<file path="config.mk">
export PLATFORM = sky130hd
export DESIGN_NAME = selectable_string_hash_flat
export DESIGN_NICKNAME = d
export VERILOG_FILES = /design/src/hdl/ssh_pkg.sv /design/src/hdl/ssh_in_if.sv /design/src/hdl/ssh_out_if.sv /design/src/hdl/ssh_cfg_regs.sv /design/src/hdl/ssh_fold.sv /design/src/hdl/selectable_string_hash.sv /design/src/flat_wrapper.sv
export SDC_FILE = /design/constraint.sdc
export NUM_CORES = 2
export LEC_CHECK = 0
export ABC_AREA = 0
export CAP_MARGIN = 15
export CORE_AREA = 3 3 214 373
export CTS_CLUSTER_SIZE = 24
export DETAILED_ROUTE_END_ITERATION = 6
export DIE_AREA = 0 0 217 376
export DONT_BUFFER_PORTS = 1
export GPL_TIMING_DRIVEN = 1
export HOLD_SLACK_MARGIN = 0.12
export PLACE_DENSITY = 0.64
export SKIP_CTS_REPAIR_TIMING = 1
export SYNTH_ARGS = -nofsm -noshare
export SYNTH_HDL_FRONTEND = slang
export SYNTH_HIERARCHICAL = 1
export SYNTH_SLANG_ARGS = --single-unit
</file>
<file path="constraint.sdc">
create_clock -name clk -period 23.6 [get_ports clk]
set_clock_uncertainty 0.2 [all_clocks]
set_input_delay 3.54 -clock clk [delete_from_list [all_inputs] [get_ports clk]]
set_output_delay 3.54 -clock clk [all_outputs]
set_load 0.1 [all_outputs]
</file>
<file path="src/hdl/ssh_pkg.sv">
// Package: selector codes, register map, hash state type and string restart values.
package ssh_pkg;

    localparam logic [2:0] ALG_BKDR = 3'd0;
    localparam logic [2:0] ALG_RS   = 3'd1;
    localparam logic [2:0] ALG_AP   = 3'd2;
    localparam logic [2:0] ALG_JS   = 3'd3;
    localparam logic [2:0] ALG_ELF  = 3'd4;

    localparam logic REG_ALGORITHM = 1'b0;

    localparam logic [31:0] BKDR_SEED      = 32'd131;
    localparam logic [31:0] RS_STEP        = 32'd378551;
    localparam logic [31:0] RS_START       = 32'd63689;
    localparam logic [31:0] JS_START       = 32'd1315423911;
    localparam logic [31:0] ELF_TOP_NIBBLE = 32'hF000_0000;
    localparam logic [31:0] OUT_MASK       = 32'h7FFF_FFFF;

    typedef struct packed {
        logic [31:0] running_hash;
        logic [31:0] rs_multiplier;
        logic        odd_position;
    } hash_state_t;

    typedef struct packed {
        logic       restart;
        logic [2:0] algorithm_next;
    } cfg_ctrl_t;

    function automatic hash_state_t restart_state(input logic [2:0] alg);
        hash_state_t s;
        s.running_hash  = (alg == ALG_JS) ? JS_START : 32'd0;
        s.rs_multiplier = RS_START;
        s.odd_position  = 1'b0;
        return s;
    endfunction

endpackage

</file>
<file path="src/hdl/ssh_in_if.sv">
// Interface: input byte channel.
interface ssh_in_if;
    logic       valid;
    logic       ready;
    logic [7:0] byte_value;
    logic       last_byte;

    modport source (output valid, output byte_value, output last_byte, input ready);
    modport sink   (input valid, input byte_value, input last_byte, output ready);
endinterface

</file>
<file path="src/hdl/ssh_out_if.sv">
// Interface: finished hash channel.
interface ssh_out_if;
    logic        valid;
    logic        ready;
    logic [30:0] hash_value;

    modport source (output valid, output hash_value, input ready);
    modport sink   (input valid, input hash_value, output ready);
endinterface

</file>
<file path="src/hdl/ssh_cfg_regs.sv">
// Configuration registers: APB-style algorithm select register.
module ssh_cfg_regs
    import ssh_pkg::*;
(
    input  logic        clk,
    input  logic        rst_n,
    input  logic        psel,
    input  logic        penable,
    input  logic        pwrite,
    input  logic [2:0]  paddr,
    input  logic [31:0] pwdata,
    output logic [31:0] prdata,
    output logic        pready,
    output logic [2:0]  algorithm,
    output cfg_ctrl_t   ctrl
);

    logic [2:0] algorithm_reg;
    logic       write_hit;

    assign pready    = 1'b1;
    assign write_hit = psel && penable && pwrite && (paddr[2] == REG_ALGORITHM);

    always_ff @(posedge clk or negedge rst_n)
    begin
        if (!rst_n)
        begin
            algorithm_reg <= ALG_BKDR;
        end
        else if (write_hit)
        begin
            algorithm_reg <= pwdata[2:0];
        end
    end

    always_comb
    begin
        if (paddr[2] == REG_ALGORITHM)
        begin
            prdata = {29'd0, algorithm_reg};
        end
        else
        begin
            prdata = 32'd0;
        end
    end

    assign algorithm           = algorithm_reg;
    assign ctrl.restart        = write_hit;
    assign ctrl.algorithm_next = pwdata[2:0];

endmodule

</file>
<file path="src/hdl/ssh_fold.sv">
// Fold unit: folds one sign-extended byte into the running hash state.
module ssh_fold
    import ssh_pkg::*;
(
    input  logic [2:0]  algorithm,
    input  hash_state_t state_cur,
    input  logic [7:0]  byte_value,
    output hash_state_t state_new
);

    logic [31:0] c;
    logic [31:0] h;
    logic [31:0] h_elf;
    logic [31:0] top;

    assign c = {{24{byte_value[7]}}, byte_value};
    assign h = state_cur.running_hash;

    always_comb
    begin
        state_new              = state_cur;
        state_new.odd_position = ~state_cur.odd_position;
        h_elf                  = (h << 4) + c;
        top                    = h_elf & ELF_TOP_NIBBLE;
        case (algorithm)
            ALG_RS:
            begin
                state_new.running_hash  = h * state_cur.rs_multiplier + c;
                state_new.rs_multiplier = state_cur.rs_multiplier * RS_STEP;
            end
            ALG_AP:
            begin
                if (!state_cur.odd_position)
                begin
                    state_new.running_hash = h ^ ((h << 7) ^ c ^ (h >> 3));
                end
                else
                begin
                    state_new.running_hash = h ^ ~((h << 11) ^ c ^ (h >> 5));
                end
            end
            ALG_JS:
            begin
                state_new.running_hash = h ^ ((h << 5) + c + (h >> 2));
            end
            ALG_ELF:
            begin
                if (top != 32'd0)
                begin
                    state_new.running_hash = (h_elf ^ (top >> 24)) & ~top;
                end
                else
                begin
                    state_new.running_hash = h_elf;
                end
            end
            default:
            begin
                state_new.running_hash = h * BKDR_SEED + c;
            end
        endcase
    end

endmodule

</file>
<file path="src/hdl/selectable_string_hash.sv">
// Top level: selectable string hash, 32-bit state, 31-bit result, one byte per word.
// Timing: a byte is registered on acceptance and folded from the input register;
//   the hash of a last byte is folded straight into the output register.
// Throughput: one byte per cycle unless a last byte waits; the fold is combinational.
// A last byte waits in the input register only while the previous hash is untaken.
// Reset: asynchronous, active low; algorithm BKDR, state at its string restart values.
module selectable_string_hash
    import ssh_pkg::*;
(
    input  logic         clk,
    input  logic         rst_n,
    ssh_in_if.sink       str_in,
    ssh_out_if.source    hash_out,
    input  logic         psel,
    input  logic         penable,
    input  logic         pwrite,
    input  logic [2:0]   paddr,
    input  logic [31:0]  pwdata,
    output logic [31:0]  prdata,
    output logic         pready
);

    logic [2:0]  algorithm;
    cfg_ctrl_t   cfg_ctrl;

    logic        a_valid_reg;
    logic [7:0]  a_byte_reg;
    logic        a_last_reg;
    hash_state_t state_reg;
    hash_state_t state_new;
    logic        o_valid_reg;
    logic [30:0] o_hash_reg;

    logic        out_free;
    logic        fire;
    logic        in_take;

    ssh_cfg_regs u_cfg (
        .clk       (clk),
        .rst_n     (rst_n),
        .psel      (psel),
        .penable   (penable),
        .pwrite    (pwrite),
        .paddr     (paddr),
        .pwdata    (pwdata),
        .prdata    (prdata),
        .pready    (pready),
        .algorithm (algorithm),
        .ctrl      (cfg_ctrl)
    );

    ssh_fold u_fold (
        .algorithm  (algorithm),
        .state_cur  (state_reg),
        .byte_value (a_byte_reg),
        .state_new  (state_new)
    );

    assign out_free     = !o_valid_reg || hash_out.ready;
    assign fire         = a_valid_reg && (!a_last_reg || out_free);
    assign str_in.ready = !a_valid_reg || fire;
    assign in_take      = str_in.valid && str_in.ready;

    always_ff @(posedge clk or negedge rst_n)
    begin
        if (!rst_n)
        begin
            a_valid_reg <= 1'b0;
        end
        else if (str_in.ready)
        begin
            a_valid_reg <= str_in.valid;
        end
    end

    always_ff @(posedge clk)
    begin
        if (in_take)
        begin
            a_byte_reg <= str_in.byte_value;
            a_last_reg <= str_in.last_byte;
        end
    end

    always_ff @(posedge clk or negedge rst_n)
    begin
        if (!rst_n)
        begin
            state_reg <= restart_state(ALG_BKDR);
        end
        else if (cfg_ctrl.restart)
        begin
            state_reg <= restart_state(cfg_ctrl.algorithm_next);
        end
        else if (fire)
        begin
            if (a_last_reg)
            begin
                state_reg <= restart_state(algorithm);
            end
            else
            begin
                state_reg <= state_new;
            end
        end
    end

    always_ff @(posedge clk or negedge rst_n)
    begin
        if (!rst_n)
        begin
            o_valid_reg <= 1'b0;
        end
        else if (fire && a_last_reg)
        begin
            o_valid_reg <= 1'b1;
        end
        else if (hash_out.ready)
        begin
            o_valid_reg <= 1'b0;
        end
    end

    always_ff @(posedge clk)
    begin
        if (fire && a_last_reg)
        begin
            o_hash_reg <= state_new.running_hash[30:0] & OUT_MASK[30:0];
        end
    end

    assign hash_out.valid      = o_valid_reg;
    assign hash_out.hash_value = o_hash_reg;

    a_last_stall_holds: assert property (@(posedge clk) disable iff (!rst_n)
        (a_valid_reg && a_last_reg && !out_free) |=> (a_valid_reg && a_last_reg))
        else $error("stalled last byte lost from input register");

    a_last_gives_result: assert property (@(posedge clk) disable iff (!rst_n)
        (fire && a_last_reg) |=> o_valid_reg)
        else $error("last byte folded without a result");

    a_string_restarts: assert property (@(posedge clk) disable iff (!rst_n)
        ((fire && a_last_reg) || cfg_ctrl.restart)
            |=> (!state_reg.odd_position && state_reg.rs_multiplier == RS_START))
        else $error("state not restarted after end of string or register write");

endmodule

</file>
<file path="src/flat_wrapper.sv">
// flat-port wrapper written by rule: the top's interface ports become plain ports
module selectable_string_hash_flat import ssh_pkg::*;
  (clk, rst_n, psel, penable, pwrite, paddr, pwdata, prdata, pready, str_in_valid, str_in_byte_value, str_in_last_byte, str_in_ready, hash_out_valid, hash_out_hash_value, hash_out_ready);
  ssh_in_if str_in_i ();
  ssh_out_if hash_out_i ();
  input  logic clk;
  input  logic rst_n;
  input  logic psel;
  input  logic penable;
  input  logic pwrite;
  input  logic [2:0] paddr;
  input  logic [31:0] pwdata;
  output logic [31:0] prdata;
  output logic pready;
  input wire logic [$bits(str_in_i.valid)-1:0] str_in_valid;
  input wire logic [$bits(str_in_i.byte_value)-1:0] str_in_byte_value;
  input wire logic [$bits(str_in_i.last_byte)-1:0] str_in_last_byte;
  output wire logic [$bits(str_in_i.ready)-1:0] str_in_ready;
  output wire logic [$bits(hash_out_i.valid)-1:0] hash_out_valid;
  output wire logic [$bits(hash_out_i.hash_value)-1:0] hash_out_hash_value;
  input wire logic [$bits(hash_out_i.ready)-1:0] hash_out_ready;
  assign str_in_i.valid = str_in_valid;
  assign str_in_i.byte_value = str_in_byte_value;
  assign str_in_i.last_byte = str_in_last_byte;
  assign str_in_ready = str_in_i.ready;
  assign hash_out_valid = hash_out_i.valid;
  assign hash_out_hash_value = hash_out_i.hash_value;
  assign hash_out_i.ready = hash_out_ready;
  selectable_string_hash u_core (.clk(clk), .rst_n(rst_n), .str_in(str_in_i), .hash_out(hash_out_i), .psel(psel), .penable(penable), .pwrite(pwrite), .paddr(paddr), .pwdata(pwdata), .prdata(prdata), .pready(pready));
endmodule
</file>
==> flow_summary.yaml <==
run_status:
  status: "completed"
placed_design:
  gp_congestion: 0.970
  pre_cts_slack_ns: 14.62
  dp_hpwl_um: 94400
  dp_cells: 5133
  port_buffers: 0
cells_and_area:
  layout-drive-gt1-share_pct: 3.54
  multi_input_area_um2: 31000
  fin_util_pct: 51.4
  nNetsFinal: 5300
  stdcell_count: 5153
  largest_reg_flops: 65
  area_delta_synth_final_pct: 3.47
  regArea_um2: 2970
  fillers: 7392
die:
  die-area_um2: 81600
  ioPinCount: 117
  rows: 135
  die_x_um: 217
  core-area_um2: 77400
  fp.dieH_um: 376
  start_util_pct: 49.6
setup_path:
  crit_path_frequent_cell: "fa_1"
  reg2reg_from: "u_core/state_reg[42]$_DFFE_PN0P_"
  cp_top_family: "adder cells"
  critPathLaunch: "u_core/state_reg[42]$_DFFE_PN0P_"
  critical_path_buf_inv_count: 8
  arrival_ns: 9.15
  path_max_fanout: 24
  slowest_stage: "dfrtp_1"
  slowest_delay_ns: 0.81
  critPathRequiredTime_ns: 23.70
  critPathCaptureType: "flop"
  crit_type: "reg2reg"
  cp-start-kind: "flop"
route:
  vias: 29300
  wl_um: 119000
  via_per_inst: 5.69
  wl_per_cell_um: 23.2
  ant_nets: 0
  drcViolationCount: 0
  dr.first_iter.drc_count: 1731
  drt_first_pass_iters: 7
clock_tree:
  cts_max_level: 3
  cts.sinks: 110
  cts_buffer_depth: 2
  clk_latency_ns: 0.43
  cts_root_buf: "clkbuf_16"
  clk_pin_slew_ns: 0.10
  cts_tree: "done"
  cts_buffers: 9
sta:
  setup_tns_ns: 0
  finalCriticalPeriod_ns: 9.05
  fmax_mhz: 110
  slew_headroom_pct: 16.5
  rsz0062_at_grt: "false"
  tightest_slew_ns: 1.25
  maxSlewViolCount: 0
  finalHoldViolations: 0
  period_share_pct: 38.4
  setup_violations: 0
  fin_ws_ns: 14.55
synthesis:
  synth_cell_types: 85
  synth_edf_count: 40
  syn_area_per_cell_um2: 9.10
  synth_top_cell_by_area: "fa_1"
  yosys-top-cells-area: "fa_1, ha_1, inv_1"
  netlist_area_um2: 38400
  synth_warnings: 6
  yosysMostFrequentCell: "inv_1"
  synthCells: 4221
  ys_seq_area_share_pct: 7.72
  synth-main-ff-cell: "dfrtp_1"
  synthTopCellsByCount: "inv_1, fa_1, ha_1"
  synth_top_cell_area_share_pct: 37.4
  async_flop_share_pct: 63.6
  ys_ff_latch: 110
global_route:
  grt_pass1_wl_um: 184000
  grt_pass1_vias: 32300
  antenna_found_initial: 7
  grt_start_max_net_pins: 71
  overflow: 0
  grt_usage_pct: 29.9
worst_hold_path:
  worstHoldStart: "u_core/state_reg[32]$_DFFE_PN0P_"
  hp-class: "reg2reg"
job:
  maxCapViolations: 0
logic make-up (layout without fill, tap and decap cells):
group | count (synthesis) | count (layout) | share of synthesized area [%]
buffers and inverters | 1154 | 1028 | 11.8
adders and majority gates | 1131 | 1131 | 50.9
and+or+nand+nor | 915 | 915 | 12.0
AOI/OAI and AO/OA | 607 | 607 | 10.6
xor gates and xnor gates | 289 | 289 | 6.59
DFF | 110 | 110 | 7.72
muxes | 13 | 13 | 0.391
other | 2 | 33 | 0.0196
through the flow:
step           hold WS, ns  cell area [um2]
2_1_floorplan        0.271            38500
3_3_place_gp         0.373            39400
3_5_place_dp         0.369            39400
4_1_cts              0.393            39700
5_1_grt              0.457            39700
6_report             0.388            39700
layout make-up:
class                   instances  area share [%]
diodes                          3          0.0189
inverters                     928            8.77
well taps                    1027            3.23
clock buffers                  10           0.630
multi-input cells            2985            78.1
clock inverters                 6           0.179
flip-flops and latches        110            7.46
repair buffers                 84            1.61
placed cells by master (no fill, tap or decap), types with 29 or more instances in the layout:
| cell | synthesis | routed |
|---|---|---|
| a21oi_1 | 136 | 135 |
| a211oi_1 | 50 | 50 |
| edfxtp_1 | 40 | 40 |
| a31oi_1 | 38 | 38 |
| dfrtp_1 | 61 | 60 |
| buf_4 | 36 | 83 |
| a21o_1 | 56 | 56 |
| conb_1 | 2 | 30 |
| ha_1 | 413 | 413 |
| o21ai_0 | 117 | 117 |
| xnor2_1 | 200 | 200 |
| xor2_1 | 89 | 89 |
| a22o_1 | 41 | 41 |
| nor2_1 | 105 | 104 |
| nand2b_1 | 29 | 29 |
| nand2_1 | 350 | 349 |
| and2_1 | 326 | 326 |
| inv_1 | 927 | 927 |
| fa_1 | 718 | 718 |
path summary, 6_finish.rpt:
check,slack [ns],to,cells past startpoint
max,14.55,u_core/state_reg[62]$_DFFE_PN0P_,29
min,0.39,u_core/state_reg[32]$_DFFE_PN0P_,1
max reg2reg,14.55,u_core/state_reg[62]$_DFFE_PN0P_,29
min reg2reg,0.39,u_core/state_reg[32]$_DFFE_PN0P_,1
max in group asynchronous,20.36,u_core/state_reg[12]$_DFFE_PN1P_,0
min in group asynchronous,2.61,u_core/state_reg[51]$_DFFE_PN0P_,0
metal layers:
metal | wire (um) | GRT usage [%] | up-vias
met5 | 34 | 0 | -
met3 | 5780 | 3.48 | 497
met2 | 62500 | 55.3 | 1137
met1 | 41100 | 31.5 | 14900
met4 | 9850 | 20.5 | 6
li1 | - | - | 12800
Power is not shown: default switching activity piles up to over one toggle a cycle in this logic, so the estimate is an artifact.
